<file path="src/design/fps_pkg.sv">
// Shared types, constants and helpers for the frame pixel statistics block.
// No dependencies; every other design file imports this package.
package fps_pkg;

   localparam int MAX_DIM     = 4096;
   localparam int POS_W       = $clog2(MAX_DIM);
   localparam int DIM_W       = POS_W + 1;
   localparam int TALLY_W     = 25;
   localparam int PIXEL_W     = 32;
   localparam int CSR_INDEX_W = 1;
   localparam int CSR_DATA_W  = 13;
   localparam int QUEUE_DEPTH = 2;
   localparam int QPTR_W      = $clog2(QUEUE_DEPTH);
   localparam int QCNT_W      = $clog2(QUEUE_DEPTH + 1);

   localparam logic [PIXEL_W-1:0] ARGB_BLACK = 32'hff00_0000;
   localparam logic [PIXEL_W-1:0] ARGB_WHITE = 32'hffff_ffff;
   localparam logic [PIXEL_W-1:0] ALPHA_MASK = 32'hff00_0000;
   localparam logic [PIXEL_W-1:0] RGB_MASK   = 32'h00ff_ffff;

   localparam logic [CSR_DATA_W-1:0] RESET_WIDTH  = 13'd1344;
   localparam logic [CSR_DATA_W-1:0] RESET_HEIGHT = 13'd2992;

   typedef enum logic [CSR_INDEX_W-1:0] {
      CSR_FRAME_WIDTH  = 1'b0,
      CSR_FRAME_HEIGHT = 1'b1
   } csr_index_type;

   typedef struct packed {
      logic [DIM_W-1:0] width;
      logic [DIM_W-1:0] height;
   } fps_dims_type;

   typedef struct packed {
      logic               is_zero;
      logic               is_black;
      logic               is_white;
      logic               is_alpha;
      logic               is_nonblack;
      logic               is_first;
      logic               is_middle;
      logic               is_last;
      logic [POS_W-1:0]   column;
      logic [POS_W-1:0]   row;
      logic [PIXEL_W-1:0] pixel;
   } fps_item_type;

   function automatic logic [DIM_W-1:0] eff_dim(input logic [CSR_DATA_W-1:0] raw);
      logic [DIM_W-1:0] result;
      if (raw == '0) begin
         result = DIM_W'(1);
      end else if (DIM_W'(raw) > DIM_W'(MAX_DIM)) begin
         result = DIM_W'(MAX_DIM);
      end else begin
         result = DIM_W'(raw);
      end
      return result;
   endfunction

endpackage

</file>
<file path="src/design/fps_req_if.sv">
// Pixel input channel: valid/ready handshake carrying one ARGB pixel.
// Depends on fps_pkg for the pixel width.
interface fps_req_if import fps_pkg::*; ();
   logic               valid;
   logic               ready;
   logic [PIXEL_W-1:0] pixel_value;

   modport source (output valid, output pixel_value, input ready);
   modport sink (input valid, input pixel_value, output ready);
endinterface

</file>
<file path="src/design/fps_rsp_if.sv">
// Frame result channel: valid/ready handshake carrying the per-frame statistics.
// Depends on fps_pkg for field widths.
interface fps_rsp_if import fps_pkg::*; ();
   logic               valid;
   logic               ready;
   logic [TALLY_W-1:0] zero_count;
   logic [TALLY_W-1:0] opaque_black_count;
   logic [TALLY_W-1:0] opaque_white_count;
   logic [TALLY_W-1:0] alpha_full_count;
   logic [TALLY_W-1:0] nonblack_count;
   logic [DIM_W-1:0]   box_min_x;
   logic [POS_W-1:0]   box_max_x;
   logic [DIM_W-1:0]   box_min_y;
   logic [POS_W-1:0]   box_max_y;
   logic [PIXEL_W-1:0] top_left_pixel;
   logic [PIXEL_W-1:0] center_pixel;
   logic [PIXEL_W-1:0] bottom_right_pixel;

   modport source (output valid, output zero_count, output opaque_black_count,
                   output opaque_white_count, output alpha_full_count,
                   output nonblack_count, output box_min_x, output box_max_x,
                   output box_min_y, output box_max_y, output top_left_pixel,
                   output center_pixel, output bottom_right_pixel, input ready);
   modport sink (input valid, input zero_count, input opaque_black_count,
                 input opaque_white_count, input alpha_full_count,
                 input nonblack_count, input box_min_x, input box_max_x,
                 input box_min_y, input box_max_y, input top_left_pixel,
                 input center_pixel, input bottom_right_pixel, output ready);
endinterface

</file>
<file path="src/design/fps_front.sv">
// Front end: accepts pixels, tracks the raster position and classifies each item.
// Depends on fps_pkg; feeds fps_queue.
module fps_front import fps_pkg::*; (
   input  logic         clock,
   input  logic         reset,
   input  logic         clear,
   input  fps_dims_type dims,
   input  logic         in_valid,
   input  logic [PIXEL_W-1:0] in_pixel,
   output logic         in_ready,
   input  logic         queue_ready,
   output logic         push,
   output fps_item_type item
);

   logic [POS_W-1:0] column_ff, column_in;
   logic [POS_W-1:0] row_ff, row_in;
   logic [POS_W-1:0] last_column;
   logic [POS_W-1:0] last_row;
   logic [POS_W-1:0] mid_column;
   logic [POS_W-1:0] mid_row;
   logic             end_of_line;

   assign in_ready    = queue_ready;
   assign push        = in_valid && queue_ready;
   assign last_column = POS_W'(dims.width - DIM_W'(1));
   assign last_row    = POS_W'(dims.height - DIM_W'(1));
   assign mid_column  = dims.width[DIM_W-1:1];
   assign mid_row     = dims.height[DIM_W-1:1];
   assign end_of_line = (column_ff == last_column);

   always_comb begin
      item.is_zero     = (in_pixel == '0);
      item.is_black    = (in_pixel == ARGB_BLACK);
      item.is_white    = (in_pixel == ARGB_WHITE);
      item.is_alpha    = ((in_pixel & ALPHA_MASK) == ALPHA_MASK);
      item.is_nonblack = ((in_pixel & RGB_MASK) != '0);
      item.is_first    = (column_ff == '0) && (row_ff == '0);
      item.is_middle   = (column_ff == mid_column) && (row_ff == mid_row);
      item.is_last     = end_of_line && (row_ff == last_row);
      item.column      = column_ff;
      item.row         = row_ff;
      item.pixel       = in_pixel;
   end

   always_comb begin
      column_in = column_ff;
      row_in    = row_ff;
      if (push) begin
         if (!end_of_line) begin
            column_in = column_ff + POS_W'(1);
         end else if (row_ff != last_row) begin
            column_in = '0;
            row_in    = row_ff + POS_W'(1);
         end else begin
            column_in = '0;
            row_in    = '0;
         end
      end
   end

   always_ff @(posedge clock) begin
      if (reset || clear) begin
         column_ff <= '0;
         row_ff    <= '0;
      end else begin
         column_ff <= column_in;
         row_ff    <= row_in;
      end
   end

   a_column_in_frame: assert property (@(posedge clock) disable iff (reset)
      DIM_W'(column_ff) < dims.width)
      else $error("column position outside frame");
   a_row_in_frame: assert property (@(posedge clock) disable iff (reset)
      DIM_W'(row_ff) < dims.height)
      else $error("row position outside frame");
   a_wrap_after_last: assert property (@(posedge clock) disable iff (reset)
      (push && item.is_last && !clear) |=> (column_ff == '0 && row_ff == '0))
      else $error("position did not wrap after last pixel");

endmodule

</file>
<file path="src/design/fps_queue.sv">
// Short item queue between the front end and the accumulator back end.
// Depends on fps_pkg for the item type and depth.
module fps_queue import fps_pkg::*; (
   input  logic         clock,
   input  logic         reset,
   input  logic         flush,
   input  logic         push,
   input  fps_item_type push_item,
   output logic         push_ready,
   input  logic         pop,
   output logic         pop_valid,
   output fps_item_type pop_item
);

   fps_item_type      slot_ff [QUEUE_DEPTH];
   logic [QPTR_W-1:0] wr_ptr_ff, wr_ptr_in;
   logic [QPTR_W-1:0] rd_ptr_ff, rd_ptr_in;
   logic [QCNT_W-1:0] count_ff, count_in;
   logic              do_push;
   logic              do_pop;

   assign push_ready = (count_ff != QCNT_W'(QUEUE_DEPTH));
   assign pop_valid  = (count_ff != '0);
   assign pop_item   = slot_ff[rd_ptr_ff];
   assign do_push    = push && push_ready;
   assign do_pop     = pop && pop_valid;

   always_comb begin
      wr_ptr_in = wr_ptr_ff;
      rd_ptr_in = rd_ptr_ff;
      count_in  = count_ff;
      if (do_push) begin
         wr_ptr_in = (wr_ptr_ff == QPTR_W'(QUEUE_DEPTH - 1)) ? '0 : wr_ptr_ff + QPTR_W'(1);
      end
      if (do_pop) begin
         rd_ptr_in = (rd_ptr_ff == QPTR_W'(QUEUE_DEPTH - 1)) ? '0 : rd_ptr_ff + QPTR_W'(1);
      end
      case ({do_push, do_pop})
         2'b10:   count_in = count_ff + QCNT_W'(1);
         2'b01:   count_in = count_ff - QCNT_W'(1);
         default: count_in = count_ff;
      endcase
   end

   always_ff @(posedge clock) begin
      if (reset || flush) begin
         wr_ptr_ff <= '0;
         rd_ptr_ff <= '0;
         count_ff  <= '0;
      end else begin
         wr_ptr_ff <= wr_ptr_in;
         rd_ptr_ff <= rd_ptr_in;
         count_ff  <= count_in;
      end
   end

   always_ff @(posedge clock) begin
      if (do_push) begin
         slot_ff[wr_ptr_ff] <= push_item;
      end
   end

   a_count_bound: assert property (@(posedge clock) disable iff (reset)
      count_ff <= QCNT_W'(QUEUE_DEPTH))
      else $error("queue count exceeds depth");
   a_push_only_with_room: assert property (@(posedge clock) disable iff (reset)
      push |-> push_ready)
      else $error("push into full queue");
   a_pointer_gap: assert property (@(posedge clock) disable iff (reset)
      (count_ff == '0) |-> (wr_ptr_ff == rd_ptr_ff))
      else $error("empty queue with unequal pointers");

endmodule

</file>
<file path="src/design/fps_back.sv">
// Back end: accumulates tallies, bounding box and sampled pixels per frame,
// and holds the finished frame result. Depends on fps_pkg; reads fps_queue.
module fps_back import fps_pkg::*; (
   input  logic         clock,
   input  logic         reset,
   input  logic         clear,
   input  fps_dims_type clear_dims,
   input  logic         item_valid,
   input  fps_item_type item,
   output logic         item_pop,
   fps_rsp_if.source    rsp
);

   logic [TALLY_W-1:0] zero_ff, zero_in;
   logic [TALLY_W-1:0] black_ff, black_in;
   logic [TALLY_W-1:0] white_ff, white_in;
   logic [TALLY_W-1:0] full_alpha_ff, full_alpha_in;
   logic [TALLY_W-1:0] nonblack_ff, nonblack_in;
   logic [DIM_W-1:0]   left_ff, left_in;
   logic [POS_W-1:0]   right_ff, right_in;
   logic [DIM_W-1:0]   top_ff, top_in;
   logic [POS_W-1:0]   bottom_ff, bottom_in;
   logic [PIXEL_W-1:0] first_ff, first_in;
   logic [PIXEL_W-1:0] middle_ff, middle_in;
   logic               rsp_valid_ff, rsp_valid_in;
   logic               back_ready;
   logic               finish;

   assign back_ready = !item.is_last || !rsp_valid_ff || rsp.ready;
   assign item_pop   = item_valid && back_ready;
   assign finish     = item_pop && item.is_last;

   always_comb begin
      zero_in       = zero_ff + TALLY_W'(item.is_zero);
      black_in      = black_ff + TALLY_W'(item.is_black);
      white_in      = white_ff + TALLY_W'(item.is_white);
      full_alpha_in = full_alpha_ff + TALLY_W'(item.is_alpha);
      nonblack_in   = nonblack_ff + TALLY_W'(item.is_nonblack);
      left_in       = left_ff;
      right_in      = right_ff;
      top_in        = top_ff;
      bottom_in     = bottom_ff;
      first_in      = item.is_first ? item.pixel : first_ff;
      middle_in     = item.is_middle ? item.pixel : middle_ff;
      if (item.is_nonblack) begin
         if (DIM_W'(item.column) < left_ff) left_in = DIM_W'(item.column);
         if (item.column > right_ff) right_in = item.column;
         if (DIM_W'(item.row) < top_ff) top_in = DIM_W'(item.row);
         if (item.row > bottom_ff) bottom_in = item.row;
      end
   end

   always_comb begin
      rsp_valid_in = rsp_valid_ff;
      if (rsp.ready) rsp_valid_in = 1'b0;
      if (finish) rsp_valid_in = 1'b1;
   end

   always_ff @(posedge clock) begin
      if (reset) begin
         rsp_valid_ff <= 1'b0;
      end else begin
         rsp_valid_ff <= rsp_valid_in;
      end
   end

   always_ff @(posedge clock) begin
      if (reset || clear || finish) begin
         zero_ff       <= '0;
         black_ff      <= '0;
         white_ff      <= '0;
         full_alpha_ff <= '0;
         nonblack_ff   <= '0;
         left_ff       <= clear_dims.width;
         right_ff      <= '0;
         top_ff        <= clear_dims.height;
         bottom_ff     <= '0;
         first_ff      <= '0;
         middle_ff     <= '0;
      end else if (item_pop) begin
         zero_ff       <= zero_in;
         black_ff      <= black_in;
         white_ff      <= white_in;
         full_alpha_ff <= full_alpha_in;
         nonblack_ff   <= nonblack_in;
         left_ff       <= left_in;
         right_ff      <= right_in;
         top_ff        <= top_in;
         bottom_ff     <= bottom_in;
         first_ff      <= first_in;
         middle_ff     <= middle_in;
      end
   end

   // hold the finished frame until the result is taken
   always_ff @(posedge clock) begin
      if (finish) begin
         rsp.zero_count         <= zero_in;
         rsp.opaque_black_count <= black_in;
         rsp.opaque_white_count <= white_in;
         rsp.alpha_full_count   <= full_alpha_in;
         rsp.nonblack_count     <= nonblack_in;
         rsp.box_min_x          <= left_in;
         rsp.box_max_x          <= right_in;
         rsp.box_min_y          <= top_in;
         rsp.box_max_y          <= bottom_in;
         rsp.top_left_pixel     <= first_in;
         rsp.center_pixel       <= middle_in;
         rsp.bottom_right_pixel <= item.pixel;
      end
   end

   assign rsp.valid = rsp_valid_ff;

   a_finish_shows_result: assert property (@(posedge clock) disable iff (reset)
      finish |=> rsp_valid_ff)
      else $error("finished frame not presented");
   a_no_overwrite: assert property (@(posedge clock) disable iff (reset)
      finish |-> (!rsp_valid_ff || rsp.ready))
      else $error("pending result overwritten");
   a_left_within_width: assert property (@(posedge clock) disable iff (reset)
      !clear |-> (left_ff <= clear_dims.width))
      else $error("left edge beyond frame width");
   a_empty_box: assert property (@(posedge clock) disable iff (reset)
      (nonblack_ff == '0) |-> (right_ff == '0 && bottom_ff == '0))
      else $error("box edges set without nonblack pixels");

endmodule

</file>
<file path="src/design/frame_pixel_statistics.sv">
// Frame pixel statistics: per-frame tallies, nonblack bounding box and sampled pixels.
// Throughput one pixel per cycle while the queue has room; the result is registered
// when the back end takes a frame's last pixel. A two-item queue splits front and back:
// an unread result holds the next frame's last pixel at the queue head, and input
// stalls once one more item fills the queue. Synchronous reset restores 1344 x 2992
// and clears all frame state; a register write clears the frame in progress.
module frame_pixel_statistics import fps_pkg::*; (
   input  logic                   clock,
   input  logic                   reset,
   input  logic                   csr_write_enable,
   input  logic [CSR_INDEX_W-1:0] csr_index,
   input  logic [CSR_DATA_W-1:0]  csr_write_data,
   fps_req_if.sink                req,
   fps_rsp_if.source              rsp
);

   logic [CSR_DATA_W-1:0] width_ff, width_in;
   logic [CSR_DATA_W-1:0] height_ff, height_in;
   logic                  clear;
   fps_dims_type          dims;
   fps_dims_type          clear_dims;
   logic                  front_push;
   logic                  queue_ready;
   fps_item_type          front_item;
   logic                  queue_valid;
   fps_item_type          queue_item;
   logic                  back_pop;

   always_comb begin
      width_in  = width_ff;
      height_in = height_ff;
      clear     = 1'b0;
      if (reset) begin
         width_in  = RESET_WIDTH;
         height_in = RESET_HEIGHT;
      end else if (csr_write_enable) begin
         unique case (csr_index_type'(csr_index))
            CSR_FRAME_WIDTH: begin
               width_in = csr_write_data;
               clear    = 1'b1;
            end
            CSR_FRAME_HEIGHT: begin
               height_in = csr_write_data;
               clear     = 1'b1;
            end
            default: clear = 1'b0;
         endcase
      end
   end

   always_ff @(posedge clock) begin
      width_ff  <= width_in;
      height_ff <= height_in;
   end

   assign dims.width        = eff_dim(width_ff);
   assign dims.height       = eff_dim(height_ff);
   assign clear_dims.width  = eff_dim(width_in);
   assign clear_dims.height = eff_dim(height_in);

   fps_front u_front (
      .clock       (clock),
      .reset       (reset),
      .clear       (clear),
      .dims        (dims),
      .in_valid    (req.valid),
      .in_pixel    (req.pixel_value),
      .in_ready    (req.ready),
      .queue_ready (queue_ready),
      .push        (front_push),
      .item        (front_item)
   );

   fps_queue u_queue (
      .clock      (clock),
      .reset      (reset),
      .flush      (clear),
      .push       (front_push),
      .push_item  (front_item),
      .push_ready (queue_ready),
      .pop        (back_pop),
      .pop_valid  (queue_valid),
      .pop_item   (queue_item)
   );

   fps_back u_back (
      .clock      (clock),
      .reset      (reset),
      .clear      (clear),
      .clear_dims (clear_dims),
      .item_valid (queue_valid),
      .item       (queue_item),
      .item_pop   (back_pop),
      .rsp        (rsp)
   );

endmodule
</file>
<file path="src/flat_wrapper.sv">
// flat-port wrapper written by rule: the top's interface ports become plain ports
module frame_pixel_statistics_flat import fps_pkg::*;
  (clock, reset, csr_write_enable, csr_index, csr_write_data, req_valid, req_pixel_value, req_ready, rsp_valid, rsp_zero_count, rsp_opaque_black_count, rsp_opaque_white_count, rsp_alpha_full_count, rsp_nonblack_count, rsp_box_min_x, rsp_box_max_x, rsp_box_min_y, rsp_box_max_y, rsp_top_left_pixel, rsp_center_pixel, rsp_bottom_right_pixel, rsp_ready);
  fps_req_if req_i ();
  fps_rsp_if rsp_i ();
  input  logic clock;
  input  logic reset;
  input  logic csr_write_enable;
  input  logic [CSR_INDEX_W-1:0] csr_index;
  input  logic [CSR_DATA_W-1:0] csr_write_data;
  input wire logic [$bits(req_i.valid)-1:0] req_valid;
  input wire logic [$bits(req_i.pixel_value)-1:0] req_pixel_value;
  output wire logic [$bits(req_i.ready)-1:0] req_ready;
  output wire logic [$bits(rsp_i.valid)-1:0] rsp_valid;
  output wire logic [$bits(rsp_i.zero_count)-1:0] rsp_zero_count;
  output wire logic [$bits(rsp_i.opaque_black_count)-1:0] rsp_opaque_black_count;
  output wire logic [$bits(rsp_i.opaque_white_count)-1:0] rsp_opaque_white_count;
  output wire logic [$bits(rsp_i.alpha_full_count)-1:0] rsp_alpha_full_count;
  output wire logic [$bits(rsp_i.nonblack_count)-1:0] rsp_nonblack_count;
  output wire logic [$bits(rsp_i.box_min_x)-1:0] rsp_box_min_x;
  output wire logic [$bits(rsp_i.box_max_x)-1:0] rsp_box_max_x;
  output wire logic [$bits(rsp_i.box_min_y)-1:0] rsp_box_min_y;
  output wire logic [$bits(rsp_i.box_max_y)-1:0] rsp_box_max_y;
  output wire logic [$bits(rsp_i.top_left_pixel)-1:0] rsp_top_left_pixel;
  output wire logic [$bits(rsp_i.center_pixel)-1:0] rsp_center_pixel;
  output wire logic [$bits(rsp_i.bottom_right_pixel)-1:0] rsp_bottom_right_pixel;
  input wire logic [$bits(rsp_i.ready)-1:0] rsp_ready;
  assign req_i.valid = req_valid;
  assign req_i.pixel_value = req_pixel_value;
  assign req_ready = req_i.ready;
  assign rsp_valid = rsp_i.valid;
  assign rsp_zero_count = rsp_i.zero_count;
  assign rsp_opaque_black_count = rsp_i.opaque_black_count;
  assign rsp_opaque_white_count = rsp_i.opaque_white_count;
  assign rsp_alpha_full_count = rsp_i.alpha_full_count;
  assign rsp_nonblack_count = rsp_i.nonblack_count;
  assign rsp_box_min_x = rsp_i.box_min_x;
  assign rsp_box_max_x = rsp_i.box_max_x;
  assign rsp_box_min_y = rsp_i.box_min_y;
  assign rsp_box_max_y = rsp_i.box_max_y;
  assign rsp_top_left_pixel = rsp_i.top_left_pixel;
  assign rsp_center_pixel = rsp_i.center_pixel;
  assign rsp_bottom_right_pixel = rsp_i.bottom_right_pixel;
  assign rsp_i.ready = rsp_ready;
  frame_pixel_statistics u_core (.clock(clock), .reset(reset), .csr_write_enable(csr_write_enable), .csr_index(csr_index), .csr_write_data(csr_write_data), .req(req_i), .rsp(rsp_i));
endmodule
</file>
<file path="config.mk">
export PLATFORM = sky130hd
export DESIGN_NAME = frame_pixel_statistics_flat
export DESIGN_NICKNAME = d
export VERILOG_FILES = /design/src/design/fps_pkg.sv /design/src/design/fps_req_if.sv /design/src/design/fps_rsp_if.sv /design/src/design/fps_front.sv /design/src/design/fps_queue.sv /design/src/design/fps_back.sv /design/src/design/frame_pixel_statistics.sv /design/src/flat_wrapper.sv
export SDC_FILE = /design/constraint.sdc
export NUM_CORES = 1
export LEC_CHECK = 0
export BUFFER_PORTS_ARGS = -buffer_cell sky130_fd_sc_hd__buf_4
export CAP_MARGIN = 20
export CORE_UTILIZATION = 50
export DETAILED_ROUTE_END_ITERATION = 12
export PLACE_DENSITY = 0.7
export SLEW_MARGIN = 25
export SYNTH_ARGS = -nofsm -noshare
export SYNTH_HDL_FRONTEND = slang
export SYNTH_SLANG_ARGS = --single-unit
</file>
<file path="constraint.sdc">
create_clock -name clock -period 20.3 [get_ports clock]
set_input_delay 2.03 -clock clock [delete_from_list [all_inputs] [get_ports clock]]
set_output_delay 2.03 -clock clock [all_outputs]
set_load 0.01 [all_outputs]
</file>
==> reports/qor.yml <==
status: "finished, final reports clean"
ys_ff_latch: 694
arrival_ns: 4.98
antenna_cells: 0
p_sw_uw: 791.6
gr-usage-all-layers_pct: 23.34
post-cts-setup-buffer-count: 0
cp-end-kind: "flip-flop"
fmax_mhz: 210.5
r2r_end: "u_core.u_back.rsp.opaque_white_count[15]$_DFFE_PP_"
grt_pass1_wl_mm: 115.8
synth_area_sq_mm: 0.03080
drtPass1Iterations: 5
dieArea_sq_mm: 0.06259
cts_tree: "built"
ys_types: 82
io_pins: 324
ir_drop_uv: 56.91
vias_per_cell: 5.584
yosys.area.top_type: "edfxtp_1"
dr.first_iter.drc_count: 1781
crit_fanout: 87
final_util_pct: 59.78
power_switching_share_pct: 24.39
synthAdderAreaFrac_pct: 2.559
pwr-share-clk_pct: 40.9
final-setup-viol-count: 0
async_flop_share_pct: 0
crit_slowest_cell: "buf_4"
synth_cells: 2869
required_ns: 20.53
drive_above_1_share_pct: 17.20
holdPathStages: 2
wl_mm: 74.83
syn_avg_cell_area_sq_um: 10.73
ys.flop_type: "edfxtp_1"
cts-buffers-inserted: 73
synth_edf_count: 425
rsz0062_at_grt: "no"
reg2reg_depth: 7
fin_crit_ns: 4.750
synth_top_area_share_pct: 41.44
yosysMostFrequentCell: "edfxtp_1"
synth_top_cells_by_count: "edfxtp_1 (425), nand2_1 (350), nor2_1 (336)"
die_x_um: 250.2
multiInputGateArea_sq_mm: 0.01164
wire_per_inst_um: 18.83
grt_max_degree: 109
io_buffers: 323
critPathKind: "in2reg"
grt_pass1_vias: 21230
slew_headroom_pct: 29.39
tns_ns: 0
synth_compound_area_share_pct: 8.434
crit_path_start_kind: "primary input"
crit_path_max_incr_delay_ns: 0.74
register_area_sq_mm: 0.01815
leakage_nw: 13.59
num_rows: 90
min_path_type: "reg2reg"
antenna_found_initial: 0
hold_viol_final: 0
combPwrFrac_pct: 10.2
synth_xor_area_share_pct: 7.560
clkSinkCount: 694
detail-route-antenna-nets: 0
dp.final_hpwl_mm: 50.54
cts_resized: 0
die-height_um: 250.2
synth_seq_area_share_pct: 58.92
p_per_area_mw_per_mm2: 89.60
maxCapViolCount: 0
cts-root-buf: "clkbuf_16"
clock_latency_ns: 0.61
crit_top_cell: "buf_4"
cp_cell_sequence: "buf_4 -> nand2b_1 -> o22ai_4 -> buf_4 -> nor2_4 -> buf_4 -> buf_4 -> buf_6"
p_seq_share_pct: 48.9
hold_end: "u_core.u_back.first_ff[10]$_SDFFE_PN0P_"
htree_levels: 3
period_share_pct: 23.40
clk_pin_slew_worst_paths_ns: 0.06
slew_viol_final: 0
syn_nets: 2983
hold_buffers: 0
place_congestion: 0.8929
clock_path_buffers: 3
ys_top_cells_by_area: "edfxtp_1 (41%), dfxtp_1 (17%), nand2_1 (4.3%)"
worstMarginPinSlew_ns: 1.059
p_int_mw: 2.454
coreArea_sq_mm: 0.06058
yosysWarnings: 0
clock_skew_ns: 0.01788
drc_errors: 0
synth_top_family_by_area: "simple AND/OR/NAND/NOR gates"
grt_overflow_total: 0
min_from: "u_core.u_back.first_ff[10]$_SDFFE_PN0P_"
area_growth_pct: 17.59
yosys.area_share.simple_pct: 15.65
synthMuxAreaShare_pct: 3.335
start_util_pct: 50.84
final_net_count: 3245
vias: 22190
r2r_setup_slack_ns: 15.95
fillers: 4889
## critical path: cells and delay by family
family / cells / cell delay, ns
buf+inv: 5 / 2.36
compound gates: 1 / 0.08
simple gates: 2 / 0.34
## worst max-delay path by stage
stage	from	to	slack, ns
after floorplan	rsp_ready	u_core.u_back.black_ff[10]$_SDFFE_PN0P_	4.88
after global placement	rsp_ready	u_core.u_back.rsp.alpha_full_count[10]$_DFFE_PP_	14.68
after detailed placement	rsp_ready	u_core.u_back.rsp.alpha_full_count[10]$_DFFE_PP_	14.59
after CTS	rsp_ready	u_core.u_back.rsp.nonblack_count[13]$_DFFE_PP_	15.23
after global routing	rsp_ready	u_core.u_back.rsp.nonblack_count[13]$_DFFE_PP_	15.31
final	rsp_ready	u_core.u_back.rsp.opaque_white_count[15]$_DFFE_PP_	15.55
## final cells by class
type | instances | area share, %
Multi-Input combinational cell | 1900 | 32.14
Sequential cell | 694 | 50.12
Clock buffer | 108 | 5.742
Clock inverter | 28 | 0.8810
Inverter | 116 | 1.216
Tap cell | 782 | 2.702
Timing Repair Buffer | 346 | 7.203
## cells by family (layout without fill, tap and decap cells)
group | after synthesis | after routing
AND/OR/NAND/NOR | 1038 | 1038
flip-flops | 694 | 694
AO/OA/AOI/OAI | 438 | 438
buffers and inverters | 275 | 598
XOR/XNOR | 265 | 265
multiplexers | 96 | 96
adder cells (fa/ha/maj) | 63 | 63
## layer usage
| metal | GRT usage (%) | routed length, um | up-vias |
|---|---|---|---|
| met4 | 7.187 | 1722 | 0 |
| met3 | 3.959 | 4434 | 130 |
| li1 | - | - | 10570 |
| met5 | 0 | 0 | - |
| met1 | 31.26 | 32660 | 10770 |
| met2 | 38.75 | 36010 | 721 |
## per-stage QoR
stage	setup slack (ns)	total power, mW	cell area [sq um]	hold slack, ns	std cells
4_1_cts	15.23	3.272	36210	0.4548	3974
6_report	15.55	3.245	36220	0.4562	3974
2_1_floorplan	4.880	1.836	30800	0.4202	2869
5_1_grt	15.31	3.362	36220	0.4742	3974
3_3_place_gp	14.68	1.935	33800	0.4413	3837
3_5_place_dp	14.59	1.946	33810	0.4467	3838
## sequential cells by signal, summed over array words and instances (netlist names), 25 cells and up, named ones only
| register | flops |
|---|---|
| u_core.u_back.black_ff | 25 |
| u_core.u_back.first_ff | 32 |
| u_core.u_back.full_alpha_ff | 25 |
| u_core.u_back.middle_ff | 32 |
| u_core.u_back.nonblack_ff | 25 |
| u_core.u_back.rsp.alpha_full_count | 25 |
| u_core.u_back.rsp.bottom_right_pixel | 32 |
| u_core.u_back.rsp.center_pixel | 32 |
| u_core.u_back.rsp.nonblack_count | 25 |
| u_core.u_back.rsp.opaque_black_count | 25 |
| u_core.u_back.rsp.opaque_white_count | 25 |
| u_core.u_back.rsp.top_left_pixel | 32 |
| u_core.u_back.rsp.zero_count | 25 |
| u_core.u_back.white_ff | 25 |
| u_core.u_back.zero_ff | 25 |
| u_core.u_queue.slot_ff | 128 |
## power by group through the flow
stage	Sequential (mW)	Combinational, mW	Clock (mW)
2_1_floorplan	1.62	0.212	0
3_5_place_dp	1.62	0.330	0
5_1_grt	1.59	0.363	1.41
6_report	1.59	0.332	1.33
3_3_place_gp	1.62	0.320	0
4_1_cts	1.59	0.332	1.35
## cell usage in the layout (no fill, tap or decap), types with 63 or more instances in the layout
cell	count
xor2_1	131
edfxtp_1	425
nand3_1	65
nor2_1	333
inv_1	114
buf_4	344
nand2_1	348
a21oi_1	242
ha_1	63
xnor2_1	133
clkbuf_16	74
dfxtp_1	268
o21ai_0	68
No activity file was read; power rests on OpenSTA's default activity.
